$ cat src/sv/dmd_pkg.sv
`default_nettype none

package dmd_pkg;

  // day count width
  localparam int DAYS_BITS = 22;
  // wide compare width for day counts against day of year
  localparam int WIDE_W = 33;

  localparam int YEAR_W = 14;
  localparam int MONTH_W = 4;
  localparam int DAY_W = 5;
  localparam int DOY_W = 9;
  localparam int M100_W = 7;

  localparam logic [YEAR_W-1:0] YEAR_MAX = YEAR_W'(9999);
  localparam logic [YEAR_W-1:0] CENTURY = YEAR_W'(100);
  localparam logic [MONTH_W-1:0] MONTH_MAX = MONTH_W'(12);
  localparam logic [MONTH_W-1:0] FEBRUARY = MONTH_W'(2);

  // status codes
  localparam logic [1:0] ST_OK = 2'd0;
  localparam logic [1:0] ST_INVALID = 2'd1;
  localparam logic [1:0] ST_UNDERFLOW = 2'd2;

  localparam logic [DAY_W-1:0] MONTH_LEN [12] = '{
    5'd31, 5'd28, 5'd31, 5'd30, 5'd31, 5'd30,
    5'd31, 5'd31, 5'd30, 5'd31, 5'd30, 5'd31
  };

  // sequencer steps
  typedef enum logic [2:0] {
    S_IDLE,
    S_MOD,
    S_CHK,
    S_DOY,
    S_YEAR,
    S_MON,
    S_OUT
  } step_t;

  // branch conditions
  typedef enum logic [2:0] {
    C_NEVER,
    C_START,
    C_GE100,
    C_BAD,
    C_MI_LT,
    C_FIT,
    C_FIRST,
    C_MON_MORE
  } cond_t;

  // datapath operations
  typedef enum logic [3:0] {
    OP_NONE,
    OP_LOAD,
    OP_MOD_SUB,
    OP_MOD_DONE,
    OP_BAD,
    OP_DOY_INIT,
    OP_DOY_ADD,
    OP_DOY_DAY,
    OP_FIT,
    OP_UFL,
    OP_YEAR_BACK,
    OP_MON_SUB,
    OP_MON_DONE
  } op_t;

  // one control word: two prioritized branches and a fall-through
  typedef struct packed {
    cond_t cond_a;
    op_t   op_a;
    step_t tgt_a;
    cond_t cond_b;
    op_t   op_b;
    step_t tgt_b;
    op_t   op_c;
    step_t tgt_c;
  } ucode_t;

  // control store
  function automatic ucode_t ucode(input step_t s);
    ucode_t w;
    w = '{C_NEVER, OP_NONE, S_IDLE, C_NEVER, OP_NONE, S_IDLE, OP_NONE, S_IDLE};
    unique case (s)
      S_IDLE: w = '{C_START, OP_LOAD, S_MOD, C_NEVER, OP_NONE, S_IDLE,
                    OP_NONE, S_IDLE};
      S_MOD:  w = '{C_GE100, OP_MOD_SUB, S_MOD, C_NEVER, OP_NONE, S_IDLE,
                    OP_MOD_DONE, S_CHK};
      S_CHK:  w = '{C_BAD, OP_BAD, S_OUT, C_NEVER, OP_NONE, S_IDLE,
                    OP_DOY_INIT, S_DOY};
      S_DOY:  w = '{C_MI_LT, OP_DOY_ADD, S_DOY, C_NEVER, OP_NONE, S_IDLE,
                    OP_DOY_DAY, S_YEAR};
      S_YEAR: w = '{C_FIT, OP_FIT, S_MON, C_FIRST, OP_UFL, S_OUT,
                    OP_YEAR_BACK, S_YEAR};
      S_MON:  w = '{C_MON_MORE, OP_MON_SUB, S_MON, C_NEVER, OP_NONE, S_IDLE,
                    OP_MON_DONE, S_OUT};
      S_OUT:  w = '{C_NEVER, OP_NONE, S_IDLE, C_NEVER, OP_NONE, S_IDLE,
                    OP_NONE, S_IDLE};
      default: w = '{C_NEVER, OP_NONE, S_IDLE, C_NEVER, OP_NONE, S_IDLE,
                     OP_NONE, S_IDLE};
    endcase
    return w;
  endfunction

  // gregorian leap rule, with the year's remainder by 100 kept alongside
  function automatic logic is_leap(input logic [YEAR_W-1:0] y,
                                   input logic [M100_W-1:0] m100);
    return (y[1:0] == 2'd0) && ((m100 != '0) || (y[3:0] == 4'd0));
  endfunction

  // length of a month, zero for a month code outside the year
  function automatic logic [DAY_W-1:0] month_days(input logic [MONTH_W-1:0] m,
                                                  input logic leap);
    logic [MONTH_W-1:0] idx;
    logic [DAY_W-1:0] n;
    idx = m - MONTH_W'(1);
    n = '0;
    if ((m != '0) && (m <= MONTH_MAX)) begin
      n = MONTH_LEN[idx];
      if ((m == FEBRUARY) && leap) begin
        n = n + DAY_W'(1);
      end
    end
    return n;
  endfunction

endpackage

`default_nettype wire

$ cat src/sv/date_minus_days_core.sv
// channel   | ports                                   | transfer
// ----------+-----------------------------------------+------------------------------
// command   | in_year in_month in_day days_back       | start high while busy low
// result    | out_year out_month out_day status       | done high, one cycle
//
// steps: load, year mod 100 by repeated subtraction of 100, date check, day of year of the
//   start date month by month, the year walk back, the month walk into the result year,
//   then the result transfer; an invalid date ends after the check, an underflow during
//   the year walk
// reset: rst (synchronous) returns the sequencer to idle; no clearing pass
// stalls: none on the result side; a new command is taken once busy falls
`default_nettype none

module date_minus_days_core (
  input  wire logic                           clk,
  input  wire logic                           rst,
  input  wire logic                           start,
  output logic                                busy,
  input  wire logic [dmd_pkg::YEAR_W-1:0]     in_year,
  input  wire logic [dmd_pkg::MONTH_W-1:0]    in_month,
  input  wire logic [dmd_pkg::DAY_W-1:0]      in_day,
  input  wire logic [dmd_pkg::DAYS_BITS-1:0]  days_back,
  output logic                                done,
  output logic [dmd_pkg::YEAR_W-1:0]          out_year,
  output logic [dmd_pkg::MONTH_W-1:0]         out_month,
  output logic [dmd_pkg::DAY_W-1:0]           out_day,
  output logic [1:0]                          status
);

  dmd_pkg::step_t pc, pc_next;
  dmd_pkg::ucode_t uw;
  dmd_pkg::op_t op;

  logic [dmd_pkg::YEAR_W-1:0]    yr, yr_next;
  logic [dmd_pkg::YEAR_W-1:0]    cnt, cnt_next;
  logic [dmd_pkg::M100_W-1:0]    m100, m100_next;
  logic [dmd_pkg::MONTH_W-1:0]   mo, mo_next;
  logic [dmd_pkg::MONTH_W-1:0]   mi, mi_next;
  logic [dmd_pkg::DAY_W-1:0]     dy, dy_next;
  logic [dmd_pkg::DOY_W-1:0]     doy, doy_next;
  logic [dmd_pkg::DAYS_BITS-1:0] rem, rem_next;

  logic [dmd_pkg::YEAR_W-1:0]  out_year_next;
  logic [dmd_pkg::MONTH_W-1:0] out_month_next;
  logic [dmd_pkg::DAY_W-1:0]   out_day_next;
  logic [1:0]                  status_next;

  logic                          leap_cur, leap_prev;
  logic [dmd_pkg::YEAR_W-1:0]    yr_dec;
  logic [dmd_pkg::M100_W-1:0]    m100_dec;
  logic [dmd_pkg::DAY_W-1:0]     start_len, iter_len;
  logic [dmd_pkg::WIDE_W-1:0]    rem_x, doy_x;
  logic                          hit_a, hit_b;

  // step counter
  always_ff @(posedge clk) begin
    if (rst) begin
      pc <= dmd_pkg::S_IDLE;
    end else begin
      pc <= pc_next;
    end
  end

  // datapath registers
  always_ff @(posedge clk) begin
    yr        <= yr_next;
    cnt       <= cnt_next;
    m100      <= m100_next;
    mo        <= mo_next;
    mi        <= mi_next;
    dy        <= dy_next;
    doy       <= doy_next;
    rem       <= rem_next;
    out_year  <= out_year_next;
    out_month <= out_month_next;
    out_day   <= out_day_next;
    status    <= status_next;
  end

  // calendar helpers on the current and the previous year
  always_comb begin
    yr_dec    = yr - dmd_pkg::YEAR_W'(1);
    m100_dec  = (m100 == '0) ? dmd_pkg::M100_W'(99) : m100 - dmd_pkg::M100_W'(1);
    leap_cur  = dmd_pkg::is_leap(yr, m100);
    leap_prev = dmd_pkg::is_leap(yr_dec, m100_dec);
    start_len = dmd_pkg::month_days(mo, leap_cur);
    iter_len  = dmd_pkg::month_days(mi, leap_cur);
    rem_x     = dmd_pkg::WIDE_W'(rem);
    doy_x     = dmd_pkg::WIDE_W'(doy);
  end

  // condition select
  function automatic logic cond_true(input dmd_pkg::cond_t c, input logic go,
                                     input logic ge100, input logic bad,
                                     input logic mi_lt, input logic fit,
                                     input logic first, input logic more);
    logic r;
    r = 1'b0;
    unique case (c)
      dmd_pkg::C_NEVER:    r = 1'b0;
      dmd_pkg::C_START:    r = go;
      dmd_pkg::C_GE100:    r = ge100;
      dmd_pkg::C_BAD:      r = bad;
      dmd_pkg::C_MI_LT:    r = mi_lt;
      dmd_pkg::C_FIT:      r = fit;
      dmd_pkg::C_FIRST:    r = first;
      dmd_pkg::C_MON_MORE: r = more;
      default:             r = 1'b0;
    endcase
    return r;
  endfunction

  // control word fetch and branch
  always_comb begin
    logic go, ge100, bad, mi_lt, fit, first, more;
    go    = start;
    ge100 = cnt >= dmd_pkg::CENTURY;
    bad   = (yr == '0) || (yr > dmd_pkg::YEAR_MAX) || (mo == '0) ||
            (mo > dmd_pkg::MONTH_MAX) || (dy == '0) || (dy > start_len);
    mi_lt = mi < mo;
    fit   = rem_x <= doy_x;
    first = yr == dmd_pkg::YEAR_W'(1);
    more  = (mi != dmd_pkg::MONTH_MAX) && (doy >= dmd_pkg::DOY_W'(iter_len));
    uw    = dmd_pkg::ucode(pc);
    hit_a = cond_true(uw.cond_a, go, ge100, bad, mi_lt, fit, first, more);
    hit_b = cond_true(uw.cond_b, go, ge100, bad, mi_lt, fit, first, more);
    if (hit_a) begin
      op      = uw.op_a;
      pc_next = uw.tgt_a;
    end else if (hit_b) begin
      op      = uw.op_b;
      pc_next = uw.tgt_b;
    end else begin
      op      = uw.op_c;
      pc_next = uw.tgt_c;
    end
    busy = pc != dmd_pkg::S_IDLE;
    done = pc == dmd_pkg::S_OUT;
  end

  // datapath operations
  always_comb begin
    yr_next        = yr;
    cnt_next       = cnt;
    m100_next      = m100;
    mo_next        = mo;
    mi_next        = mi;
    dy_next        = dy;
    doy_next       = doy;
    rem_next       = rem;
    out_year_next  = out_year;
    out_month_next = out_month;
    out_day_next   = out_day;
    status_next    = status;
    case (op) inside
      dmd_pkg::OP_LOAD: begin
        yr_next  = in_year;
        cnt_next = in_year;
        mo_next  = in_month;
        dy_next  = in_day;
        rem_next = days_back;
      end
      dmd_pkg::OP_MOD_SUB: begin
        cnt_next = cnt - dmd_pkg::CENTURY;
      end
      dmd_pkg::OP_MOD_DONE: begin
        m100_next = cnt[dmd_pkg::M100_W-1:0];
      end
      dmd_pkg::OP_BAD, dmd_pkg::OP_UFL: begin
        out_year_next  = '0;
        out_month_next = '0;
        out_day_next   = '0;
        status_next    = (op == dmd_pkg::OP_BAD) ? dmd_pkg::ST_INVALID
                                                 : dmd_pkg::ST_UNDERFLOW;
      end
      dmd_pkg::OP_DOY_INIT: begin
        doy_next = '0;
        mi_next  = dmd_pkg::MONTH_W'(1);
      end
      dmd_pkg::OP_DOY_ADD: begin
        doy_next = doy + dmd_pkg::DOY_W'(iter_len);
        mi_next  = mi + dmd_pkg::MONTH_W'(1);
      end
      dmd_pkg::OP_DOY_DAY: begin
        doy_next = doy + dmd_pkg::DOY_W'(dy) - dmd_pkg::DOY_W'(1);
      end
      dmd_pkg::OP_FIT: begin
        doy_next = dmd_pkg::DOY_W'(doy_x - rem_x);
        mi_next  = dmd_pkg::MONTH_W'(1);
      end
      dmd_pkg::OP_YEAR_BACK: begin
        rem_next  = dmd_pkg::DAYS_BITS'(rem_x - (doy_x + dmd_pkg::WIDE_W'(1)));
        yr_next   = yr_dec;
        m100_next = m100_dec;
        doy_next  = leap_prev ? dmd_pkg::DOY_W'(365) : dmd_pkg::DOY_W'(364);
      end
      dmd_pkg::OP_MON_SUB: begin
        doy_next = doy - dmd_pkg::DOY_W'(iter_len);
        mi_next  = mi + dmd_pkg::MONTH_W'(1);
      end
      dmd_pkg::OP_MON_DONE: begin
        out_year_next  = yr;
        out_month_next = mi;
        out_day_next   = dmd_pkg::DAY_W'(doy + dmd_pkg::DOY_W'(1));
        status_next    = dmd_pkg::ST_OK;
      end
      default: begin
      end
    endcase
  end

endmodule

`default_nettype wire

$ cat config.mk
export PLATFORM = sky130hd
export DESIGN_NAME = date_minus_days_core
export DESIGN_NICKNAME = d
export VERILOG_FILES = /design/src/sv/dmd_pkg.sv /design/src/sv/date_minus_days_core.sv
export SDC_FILE = /design/constraint.sdc
export NUM_CORES = 1
export LEC_CHECK = 0
export BUFFER_PORTS_ARGS = -buffer_cell sky130_fd_sc_hd__clkbuf_2
export CAP_MARGIN = 20
export CORE_AREA = 4 4 131 133
export CTS_BUF_LIST = sky130_fd_sc_hd__clkbuf_2 sky130_fd_sc_hd__clkbuf_4 sky130_fd_sc_hd__clkbuf_8
export DETAILED_ROUTE_END_ITERATION = 7
export DIE_AREA = 0 0 135 137
export GPL_TIMING_DRIVEN = 0
export PLACE_DENSITY = 0.8
export SETUP_SLACK_MARGIN = 0.2
export SLEW_MARGIN = 20
export SYNTH_ARGS = -nofsm -noshare
export SYNTH_HDL_FRONTEND = slang
export SYNTH_SLANG_ARGS = --single-unit
$ cat constraint.sdc
create_clock -name clk -period 4.39 [get_ports clk]
set_input_delay 0.2195 -clock clk [delete_from_list [all_inputs] [get_ports clk]]
set_output_delay 0.2195 -clock clk [all_outputs]
set_load 0.01 [all_outputs]
### Word-level counts from Yosys, hierarchy flattened

Memory sizes are Yosys's and may differ from the RTL's.
Index checks and enable logic that the tools add are counted.
W data, S select, Z words.

| storage, ports and cells | value |
|---|---|
| flip-flop bits (word level) | 107 |
| bits in read-only memories | 160 |
| bits of input ports | 48 |
| word-level logic and storage cells | 230 |
| memories kept | 2 |

| cells by class | value |
|---|---|
| add/subtract/negate cells | 16 |
| order comparisons | 11 |
| eq/ne operators | 56 |
| multiplexer cells | 84 |
| bitwise logic cells | 6 |
| reductions and logical operators | 42 |

Memory list:

| name | depth | width | read ports | clocked after memory_dff | wr ports | RTL line | RTL |
|---|---|---|---|---|---|---|---|
| (name not given) | 16 | 5 | 1 | 0 | 0 | dmd_pkg.sv:122 | `n = MONTH_LEN[idx];` |
| (name not given) | 16 | 5 | 1 | 0 | 0 | dmd_pkg.sv:122 |  |

Operators with widths:

| kind | number |
|---|---|
| $mux W14 | 18 |
| $mux W22 | 9 |
| $pmux W27 S6 | 1 |
| $mux W5 | 15 |
| $mux W4 | 14 |
| $mux W7 | 8 |
| $mux W9 | 5 |
| $eq A3 B3 Y1 const B | 11 |
| $ne A2 B2 Y1 const B | 12 |
| $le A22 B9 Y1 | 1 |
| $sub A22 B10 Y22 | 1 |
| $eq A4 B4 Y1 const B | 5 |
| $add A9 B5 Y9 | 2 |
| $eq A3 B2 Y1 const B | 6 |
| $mux W2 | 9 |
| $eq A4 B2 Y1 const B | 4 |
| $eq A4 B3 Y1 const B | 4 |
| $pmux W1 S8 | 2 |
| $reduce_and A8 Y1 | 2 |
| $add A5 B1 Y5 const B | 3 |
| $eq A14 B1 Y1 const B | 1 |
| $ge A14 B7 Y1 const B | 1 |
| $gt A14 B14 Y1 const B | 1 |
| $logic_not A14 Y1 | 1 |
| other kinds (40) | 79 |

### Depth between registers and ports, before layout

Gate-level depths: netlist of run 1.

| logic depth | value |
|---|---|
| depth after elaboration | 23 |
| mapped depth | 18 |
| gate-level depth less buffers | 18 |

### Least setup slack after synthesis of run 1

No wires, ideal clock.

| path | value |
|---|---|
| kind | register to register |
| from | reg mi[0] (netlist name) |
| to | reg rem[0] (netlist name) (enable) |
| setup time | 0.394 ns |
| data arrival time | 4.348 ns |
| slack | -0.352 ns |
| stages on the path, launching flop included | 17 |
| period minus slack after synthesis | 4.742 ns |
| cells stage by stage | edfxtp_1 > inv_1 > ha_1 > or2_2 > a311o_1 > o21ai_0 > ha_1 > mux2i_1 > or2_2 > ha_1 > nor2b_1 > o31ai_2 > a22oi_1 > a311o_1 > nor2_8 > nand3_1 > nand2_1 |

| between the ends | value |
|---|---|
| cells in the longest elaborated chain, start to end | 17 |

RTL lines:

| element | RTL line | RTL |
|---|---|---|
| start, declared | date_minus_days_core.sv:38 | `logic [dmd_pkg::MONTH_W-1:0] mi, mi_next;` |
| start signal, assigned | date_minus_days_core.sv:70 | `mi <= mi_next;` |
| $sub A4 B1 Y4 | dmd_pkg.sv:119 | `idx = m - MONTH_W'(1);` |
| $not A4 Y5 (not written as such) | dmd_pkg.sv:122 |  |
| $mem_v2 Z16 W5 | -- |  |
| $mux W5 (not written as such) (2 in series) | dmd_pkg.sv:122 |  |
| $add A5 B1 Y5 | dmd_pkg.sv:124 | `n = n + DAY_W'(1);` |
| $mux W5 | dmd_pkg.sv:123 | `if ((m == FEBRUARY) && leap) begin` |
| $mux W5 | dmd_pkg.sv:121 | `if ((m != '0) && (m <= MONTH_MAX)) begin` |
| $ge A9 B5 Y1 | date_minus_days_core.sv:123 | `more = (mi != dmd_pkg::MONTH_MAX) && (doy >= dmd_pkg::DOY_W'(iter_len));` |
| $logic_and A1 B1 Y1 | date_minus_days_core.sv:123 |  |
| $pmux W1 S8 | date_minus_days_core.sv:99 | `unique case (c)` |
| $mux W4 | date_minus_days_core.sv:130 | `end else if (hit_b) begin` |
| $mux W4 (*) | date_minus_days_core.sv:127 | `if (hit_a) begin` |
| $eq A4 B3 Y1 / $eq A4 B4 Y1 (equally long branches) | -- |  |
| $reduce_or A2 Y1 | date_minus_days_core.sv:155 | `case (op) inside` |
| $ne A2 B2 Y1 (no line) | -- |  |
| $reduce_and A8 Y1 (no line) (*) | -- |  |
| end signal, assigned | date_minus_days_core.sv:73 | `rem <= rem_next;` |
| end, declared | date_minus_days_core.sv:41 | `logic [dmd_pkg::DAYS_BITS-1:0] rem, rem_next;` |

Every way passes the cells marked *; elsewhere a longest branch is shown, timed or not. The select of a mux whose other input is x is not followed.
A chain may end at the register's enable or synchronous reset.

### Worst setup path after layout of run 1

| path | value |
|---|---|
| from | reg mi[1] (netlist name) |
| to | reg m100[6] (netlist name) (enable) |

| between the ends | value |
|---|---|
| cells in the longest elaborated chain, start to end | 17 |

RTL lines:

| element | RTL line | RTL |
|---|---|---|
| $sub A4 B1 Y4 | dmd_pkg.sv:119 |  |
| $not A4 Y5 (not written as such) | dmd_pkg.sv:122 |  |
| $mem_v2 Z16 W5 | -- |  |
| $mux W5 (not written as such) (2 in series) | dmd_pkg.sv:122 |  |
| $add A5 B1 Y5 | dmd_pkg.sv:124 |  |
| $mux W5 | dmd_pkg.sv:123 |  |
| $mux W5 | dmd_pkg.sv:121 |  |
| $ge A9 B5 Y1 | date_minus_days_core.sv:123 |  |
| $logic_and A1 B1 Y1 | date_minus_days_core.sv:123 |  |
| $pmux W1 S8 | date_minus_days_core.sv:99 |  |
| $mux W4 | date_minus_days_core.sv:130 |  |
| $mux W4 (*) | date_minus_days_core.sv:127 |  |
| $eq A4 B3 Y1 / $eq A4 B4 Y1 (equally long branches) | -- |  |
| $reduce_or A2 Y1 | date_minus_days_core.sv:155 |  |
| $ne A2 B2 Y1 (no line) | -- |  |
| $reduce_and A8 Y1 (no line) (*) | -- |  |
| end signal, assigned | date_minus_days_core.sv:68 | `m100 <= m100_next;` |
| end, declared | date_minus_days_core.sv:36 | `logic [dmd_pkg::M100_W-1:0] m100, m100_next;` |

Marked as above.

==> Implementation_results.wiki, run 1 <==
{| class="wikitable"
! Metric !! Value
|-
| Required time worst endpoint || 4.51 ns
|-
| Root cell of the clock tree || sky130_fd_sc_hd__clkbuf_8
|-
| Detail Route Antenna Nets || 0
|-
| Via count of the first global-routing pass || 6139
|-
| Die outline width || roughly 140 um
|-
| Max-Slew Margin vs Limit || 0.230
|-
| Slowest stage cell on the critical path || sky130_fd_sc_hd__edfxtp_1
|-
| WL/cell || 17.5 um
|-
| Transition time at the pin with the least slew margin || 1.15 ns
|-
| Cell count after synthesis || 799
|-
| Placed instance count || 1089
|-
| Global placement routability congestion || 0.892
|-
| Register bit count reported by yosys || 107
|-
| Pin count of the biggest net entering global routing || 26
|-
| Final WS setup || 0.284 ns
|-
| Kind of capture point of the worst setup path || flip-flop
|-
| Number of levels the H-tree was split into || 3
|-
| Leakage || around 3.7 nW
|-
| Distinct cells, synth || 78
|-
| Max frequency || between 0.2 and 0.25 GHz
|-
| Fin crit period || 4.11 ns
|-
| Worst Path Arrival || roughly 4.2 ns
|-
| Worst path top cell family by delay || compound AO/OA/AOI/OAI gates
|-
| Clock tree from TritonCTS || done
|-
| Sequential fraction of the synthesis area || 0.403
|-
| Yosys warns || 0
|-
| Maximum clock insertion buffer count || 2
|-
| Syn_area_per_cell || a little under 10 um^2
|-
| DP HPWL || ~15000 um
|-
| DRC Markers || 0
|-
| Count of input and output buffers || 74
|-
| N_diodes || 0
|-
| Routed vias/inst || 5.69
|-
| Clock latency on the worst-skew pair || 0.40 ns
|-
| Wire length of the first global-routing pass || 30900 um
|-
| CTS sink cnt || between 100 and 150
|-
| Synth Cell Area || just under 0.008 mm^2
|-
| Worst slack at placement || -0.312 ns
|-
| Hold path start || rst
|-
| Die Span Y || 137 um
|-
| Run status || completed
|-
| Starting utilization of the core area || 0.499
|-
| Clock-pin slew on the worst setup and hold paths || 0.11 ns
|-
| Number of antenna violations at the first check in global routing || 0
|-
| Total count of hold-check failures in the final report || 0
|-
| Via Count || ~6.5k
|-
| Crit-path cells || inv_2 > ha_4 > or2_4 > a311o_1 > o21ai_2 > ha_1 > mux2i_2 > or2_4 > ha_4 > nor2b_4 > o31ai_4 > a22oi_2 > a311o_2 > or3b_4 > a211oi_4 > buf_6
|-
| Top-level I/O count || 75
|-
| Setup violators final || 0
|-
| Worst setup path category || reg -> reg
|-
| Count of buffering cells on the critical path with inverters included || 2
|-
| Total die area || around 0.018 mm^2
|-
| CP max FO || 7
|-
| Tightest Hold Check Type || in -> reg
|-
| Drt pass-1 iters || 5
|-
| Startpoint type of the worst setup path || flip-flop
|-
| Net count of the mapped netlist || about 900
|-
| Async SR Flop Fraction || 0
|-
| Final-report max-slew violation count || 0
|-
| CTS Buf Count || 9
|-
| Biggest cell delay along the critical path || 0.40 ns
|-
| Gr ovfl total || 0
|-
| Most used flip-flop cell after synthesis || sky130_fd_sc_hd__edfxtp_1
|-
| Post-route non-filler standard cell count || 1144
|-
| Number of placement rows || between 40 and 50
|-
| # nets final || 1045
|-
| Launch point of the worst reg-to-reg path || mi[1]$_SDFFCE_PN0P_
|-
| Area delta synth->final || 17.7%
|-
| Placeable core region || between 0.015 and 0.02 mm^2
|-
| P per Cell Area || around 700 mW/mm^2
|-
| Source of the critical timing path || mi[1]$_SDFFCE_PN0P_
|-
| Maximum clock skew at final layout || between 0.015 and 0.02 ns
|-
| Unrepaired setup endpoints after global routing || yes
|-
| Worst VDD drop || about 0.35 mV
|-
| Final worst-path cycle share || 0.935
|-
| Fin Hold WS || ~0.050 ns
|-
| Layout cell share with drive strength beyond 1 || 0.204
|-
| Number of enable flip-flop cells after synthesis || 104
|-
| Total routed wirelength || ~20000 um
|-
| Total routing resource utilization after global routing || 0.212
|-
| Number of DRC markers in iteration 0 || 453
|-
| Count of max-cap constraint violations || 0
|}
==> repair_timing <==
item | CTS | global route
hold buffers | 9 | 0
setup endpoints to repair | 86 | 91
hold endpoints to repair | 9 | 0
pin swaps | 13 | 13
buffers inserted | 21 | 6
gates resized for setup | 24 | 13
cloned | 3 | 0
==> worst register-to-register path: stages, from the launching register on <==
cell	delay [ns]
sky130_fd_sc_hd__edfxtp_1	0.40
sky130_fd_sc_hd__inv_2	0.07
sky130_fd_sc_hd__ha_4	0.16
sky130_fd_sc_hd__or2_4	0.23
sky130_fd_sc_hd__a311o_1	0.32
sky130_fd_sc_hd__o21ai_2	0.08
sky130_fd_sc_hd__ha_1	0.27
sky130_fd_sc_hd__mux2i_2	0.18
sky130_fd_sc_hd__or2_4	0.16
sky130_fd_sc_hd__ha_4	0.20
sky130_fd_sc_hd__nor2b_4	0.13
sky130_fd_sc_hd__o31ai_4	0.27
sky130_fd_sc_hd__a22oi_2	0.14
sky130_fd_sc_hd__a311o_2	0.39
sky130_fd_sc_hd__or3b_4	0.40
sky130_fd_sc_hd__a211oi_4	0.24
sky130_fd_sc_hd__buf_6	0.16
==> cell families after synthesis <==
logic type	count (synthesis)	synth area share
AND/OR/NAND/NOR	269	0.185
AO/OA/AOI/OAI	185	0.154
flip-flops	107	0.403
buffers and inverters	87	0.0463
adder cells (fa/ha/maj)	74	0.121
XOR/XNOR	69	0.0765
multiplexers	8	0.0139
==> cells in the final DEF, fill, tap and decap left out, types with 6 or more instances in the layout <==
cell type                       Yosys  routed
sky130_fd_sc_hd__a21o_1             9       6
sky130_fd_sc_hd__a21oi_1           56      56
sky130_fd_sc_hd__a31oi_1            9       8
sky130_fd_sc_hd__and2_1            18      18
sky130_fd_sc_hd__and3_1             7       7
sky130_fd_sc_hd__buf_2              7       7
sky130_fd_sc_hd__buf_4              0      21
sky130_fd_sc_hd__buf_6              4       6
sky130_fd_sc_hd__clkbuf_2           0      78
sky130_fd_sc_hd__clkbuf_8           0      10
sky130_fd_sc_hd__dlygate4sd3_1      0       9
sky130_fd_sc_hd__edfxtp_1         104     104
sky130_fd_sc_hd__ha_1              70      67
sky130_fd_sc_hd__inv_1             62      58
sky130_fd_sc_hd__mux2_4             6       6
sky130_fd_sc_hd__nand2_1           53      51
sky130_fd_sc_hd__nand2b_1           8       8
sky130_fd_sc_hd__nand3_1           16      15
sky130_fd_sc_hd__nor2_1            71      69
sky130_fd_sc_hd__nor2b_1           13      12
sky130_fd_sc_hd__nor3_1            26      26
sky130_fd_sc_hd__o211ai_1           9       9
sky130_fd_sc_hd__o21a_1             7       7
sky130_fd_sc_hd__o21ai_0           42      40
sky130_fd_sc_hd__o21bai_1           7       7
sky130_fd_sc_hd__or3_1              7       7
sky130_fd_sc_hd__xnor2_1           45      45
sky130_fd_sc_hd__xor2_1            24      24
==> cell type report <==
class / instances / area (um^2)
buffer: 25 / 148
clock buffer: 9 / 124
clock inverter: 7 / 48.8
fill: 1326 / 6540
inverter: 62 / 233
multi-input combinational: 608 / 4560
sequential: 107 / 3180
tap: 216 / 270
timing repair buffer: 110 / 721
==> sequential cells by signal (all words and copies together), names as in the netlist <==
register,flops
cnt,14
doy,9
dy,5
m100,7
mi,4
mo,4
out_day,5
out_month,4
out_year,14
pc,3
rem,22
status,2
yr,14
==> cell usage after synthesis (all sizes together) (15+ instances only) <==
library cell / number / share of area
nand3: 17 / 0.012
and2: 19 / 0.015
xor2: 24 / 0.027
nor2: 74 / 0.039
a21oi: 56 / 0.035
nand2: 53 / 0.025
inv: 62 / 0.029
xnor2: 45 / 0.050
ha: 70 / 0.11
o21ai: 42 / 0.027
edfxtp: 104 / 0.40
buf: 15 / 0.012
nor3: 26 / 0.016
==> worst paths after layout <==
kind | slack [ns] | cells past startpoint | endpoint
hold reg to reg | 0.60 | 1 | m100[0]$_DFFE_PP_
setup reg to reg | 0.28 | 16 | m100[6]$_DFFE_PP_
setup / recovery | 0.28 | 16 | m100[6]$_DFFE_PP_
hold / removal | 0.05 | 2 | pc[2]$_SDFF_PP0_
==> metal layers <==
layer  vias to the layer above  share of wire  global-route usage  wire length (um)
li1                       3135              -                   -                 -
met1                      3036           0.43               0.283              8640
met2                       301           0.46               0.347              9280
met3                        39          0.087              0.0504              1750
met4                         0          0.019              0.0605               383
met5                         -              0                   0                 0
==> power by group <==
part	leakage [nW]	switching, W	internal [W]
Clock	0.0870	0.000363	0.000210
Combinational	2.66	0.00227	0.00174
Sequential	0.998	0.000380	0.00175
==> metrics by stage <==
| stage | util | TNS, ns | instance area [um^2] | power [W] |
|---|---|---|---|---|
| finish | 0.587 | 0 | 9290 | 0.00670 |
| global route | 0.587 | 0 | 9290 | 0.00717 |
| CTS | 0.581 | 0 | 9200 | 0.00658 |
| detailed placement | 0.543 | -20.14 | 8590 | 0.00576 |
| global placement | 0.543 | -13.79 | 8590 | 0.00565 |
| floorplan | - | 0 | 7950 | 0.00485 |
Power figures use the tool's default switching activity.
==> run 2, diff against run 1 <==
- CORE_AREA: 4 4 131 133 -> 4 4 124 126
- DIE_AREA: 0 0 135 137 -> 0 0 128 130
- PLACE_DENSITY: 0.8 -> 0.87
- RECOVER_POWER: unset -> 100
==> Implementation_results.wiki, run 2 (synthesized netlist as in run 1, its figures left out) <==
{| class="wikitable"
! Metric !! Value
|-
| Max-Slew Margin vs Limit || 0.169 (-0.0609)
|-
| WL/cell || 18.9 um (+7.6%)
|-
| Routed vias/inst || 6.07 (+6.7%)
|-
| Number of antenna violations at the first check in global routing || 0 (unchanged)
|-
| Via Count || 6756 (+3.8%)
|-
| Area delta synth->final || 16.1%
|-
| DP HPWL || 14800 um (+1.2%)
|-
| CP max FO || 7 (unchanged)
|-
| Most frequent standard cell in the layout excluding fill and tap cells || sky130_fd_sc_hd__edfxtp_1
|-
| Count of max-cap constraint violations || 0 (unchanged)
|-
| Fin crit period || 4.21 ns (+0.104 ns)
|-
| Worst setup path category || reg -> reg
|-
| Multi-input gate area in the final layout || 0.00446 mm^2 (-2.2%)
|-
| Layout cell share with drive strength beyond 1 || 0.163 (-0.0411)
|-
| DRC Markers || 0 (unchanged)
|-
| CTS Buf Count || 9 (unchanged)
|-
| Count of input and output buffers || 74 (unchanged)
|-
| Root cell of the clock tree || sky130_fd_sc_hd__clkbuf_8
|-
| Number of levels the H-tree was split into || 3 (unchanged)
|-
| Global placement routability congestion || 0.923 (+3.4%)
|-
| Maximum clock skew at final layout || 0.0171 ns (+0.000511 ns)
|-
| Number of DRC markers in iteration 0 || 743 (+64%)
|-
| Kind of capture point of the worst setup path || flip-flop
|-
| Leakage || 3.65 nW (-2.6%)
|-
| # nets final || 1047 (+0.19%)
|-
| Total routing resource utilization after global routing || 0.249 (+0.0362)
|-
| Number of placement rows || 44 (-4.3%)
|-
| Drt pass-1 iters || 5 (unchanged)
|-
| Biggest register || rem
|-
| Transition time at the pin with the least slew margin || 1.25 ns (+0.0913 ns)
|-
| Highest-count cells in the layout ignoring fill and taps || sky130_fd_sc_hd__edfxtp_1 (104), sky130_fd_sc_hd__nor2_1 (69), sky130_fd_sc_hd__ha_1 (66), sky130_fd_sc_hd__inv_1 (59), sky130_fd_sc_hd__a21oi_1 (56)
|-
| Fill cell instance count of the final layout || 1133 (-15%)
|-
| Required time worst endpoint || 4.53 ns (+0.02 ns)
|-
| Final WS setup || 0.180 ns (-0.104 ns)
|-
| Die outline width || 128 um (-5.2%)
|-
| Number of flip-flops under the largest register name || 22 (unchanged)
|-
| Final worst-path cycle share || 0.959 (+0.0236)
|-
| Maximum clock insertion buffer count || 2 (unchanged)
|-
| Clock-pin slew on the worst setup and hold paths || 0.11 ns (about the same)
|-
| Clock tree from TritonCTS || done
|-
| Run status || completed
|-
| Setup violators final || 0 (unchanged)
|-
| Gr ovfl total || 0 (unchanged)
|-
| P per Cell Area || 750 mW/mm^2 (+3.9%)
|-
| Final-report max-slew violation count || 0 (unchanged)
|-
| Total count of hold-check failures in the final report || 0 (unchanged)
|-
| Max frequency || 0.238 GHz (-2.5%)
|-
| N_diodes || 0 (unchanged)
|-
| Startpoint type of the worst setup path || flip-flop
|-
| CTS sink cnt || 107 (unchanged)
|-
| Via count of the first global-routing pass || 6507 (+6.0%)
|-
| Fin Hold WS || 0.0376 ns (-0.0121 ns)
|-
| Placeable core region || 0.0143 mm^2 (-9.6%)
|-
| Total routed wirelength || 21000 um (+4.7%)
|-
| Starting utilization of the core area || 0.552 (+0.0528)
|-
| Die Span Y || 130 um (-5.1%)
|-
| Unrepaired setup endpoints after global routing || yes
|-
| Wire length of the first global-routing pass || 32500 um (+5.0%)
|-
| Detail Route Antenna Nets || 0 (unchanged)
|-
| Tightest Hold Check Type || in -> reg
|-
| Area used by sequential logic in the layout || 0.00318 mm^2 (unchanged)
|-
| Pin count of the biggest net entering global routing || 26 (unchanged)
|-
| Worst slack at placement || -0.331 ns (-0.0193 ns)
|-
| Clock latency on the worst-skew pair || 0.41 ns (about the same)
|-
| Worst VDD drop || 0.418 mV (+18%)
|-
| Worst Path Arrival || 4.35 ns (+0.12 ns)
|-
| Total die area || 0.0166 mm^2 (-10%)
|-
| Top-level I/O count || 75 (unchanged)
|}
[run 2: critical path, stage by stage, from the launching register on]
cell	delay, ns
sky130_fd_sc_hd__edfxtp_1	0.43
sky130_fd_sc_hd__inv_1	0.15
sky130_fd_sc_hd__ha_4	0.17
sky130_fd_sc_hd__nand2_4	0.05
sky130_fd_sc_hd__or4_4	0.44
sky130_fd_sc_hd__o21ai_4	0.21
sky130_fd_sc_hd__nor2_4	0.07
sky130_fd_sc_hd__mux2i_1	0.14
sky130_fd_sc_hd__or2_4	0.26
sky130_fd_sc_hd__ha_4	0.23
sky130_fd_sc_hd__nor2b_4	0.13
sky130_fd_sc_hd__o31ai_4	0.26
sky130_fd_sc_hd__a22oi_2	0.14
sky130_fd_sc_hd__a311o_1	0.40
sky130_fd_sc_hd__or3b_4	0.41
sky130_fd_sc_hd__a211oi_2	0.27
sky130_fd_sc_hd__buf_6	0.18
[run 2: final timing paths]
kind	slack, ns	cells after the start	end	startpoint
worst max-delay path	0.18	16	m100[2]$_DFFE_PP_	m100[1]$_DFFE_PP_
worst min-delay path	0.04	2	pc[0]$_SDFF_PP0_	rst
worst max register to register	0.18	16	m100[2]$_DFFE_PP_	m100[1]$_DFFE_PP_
worst min register to register	0.59	1	m100[0]$_DFFE_PP_	cnt[0]$_DFFE_PP_
[run 2: report_power, final]
group / leakage [nW] / total, W / internal [W] / switching [W]
clock: 0.121 / 0.000742 / 0.000391 / 0.000351
combinational: 2.53 / 0.00400 / 0.00170 / 0.00230
sequential: 0.998 / 0.00214 / 0.00175 / 0.000389
total: 3.65 / 0.00688 / 0.00383 / 0.00304
[run 2: area by class of cell]
class                           instances  share of cell area
Timing Repair Buffer                  114              0.0746
Multi-Input combinational cell        606               0.486
Clock buffer                           11              0.0151
Sequential cell                       107               0.347
Clock inverter                          4              0.0108
Inverter                               62              0.0254
Tap cell                              184              0.0251
Buffer                                 25              0.0154
[run 2: stage by stage]
step | instance area (um^2) | util | cells | setup TNS [ns] | total power (W)
floorplan | 7950 | - | 799 | 0 | 0.00485
global placement | 8550 | 0.597 | 1057 | -14.96 | 0.00563
detailed placement | 8550 | 0.597 | 1057 | -23.06 | 0.00577
CTS | 9150 | 0.639 | 1103 | 0 | 0.00675
global route | 9170 | 0.641 | 1113 | 0 | 0.00732
finish | 9170 | 0.641 | 1113 | 0 | 0.00688
[run 2: routing by layer]
layer  up-vias  share of wire  GRT usage
met4         0          0.024     0.0818
met5         -              0          0
met1      3196           0.40      0.316
li1       3140              -          -
met3        52          0.094     0.0606
met2       368           0.48      0.419
[run 2: repair_timing]
item                       CTS  global route
hold endpoints to repair     7             2
buffers inserted            23             8
resized for setup           20            17
hold buffers                 7             2
gates cloned                 1             0
setup endpoints to repair   90            90
pin swaps                   13            11
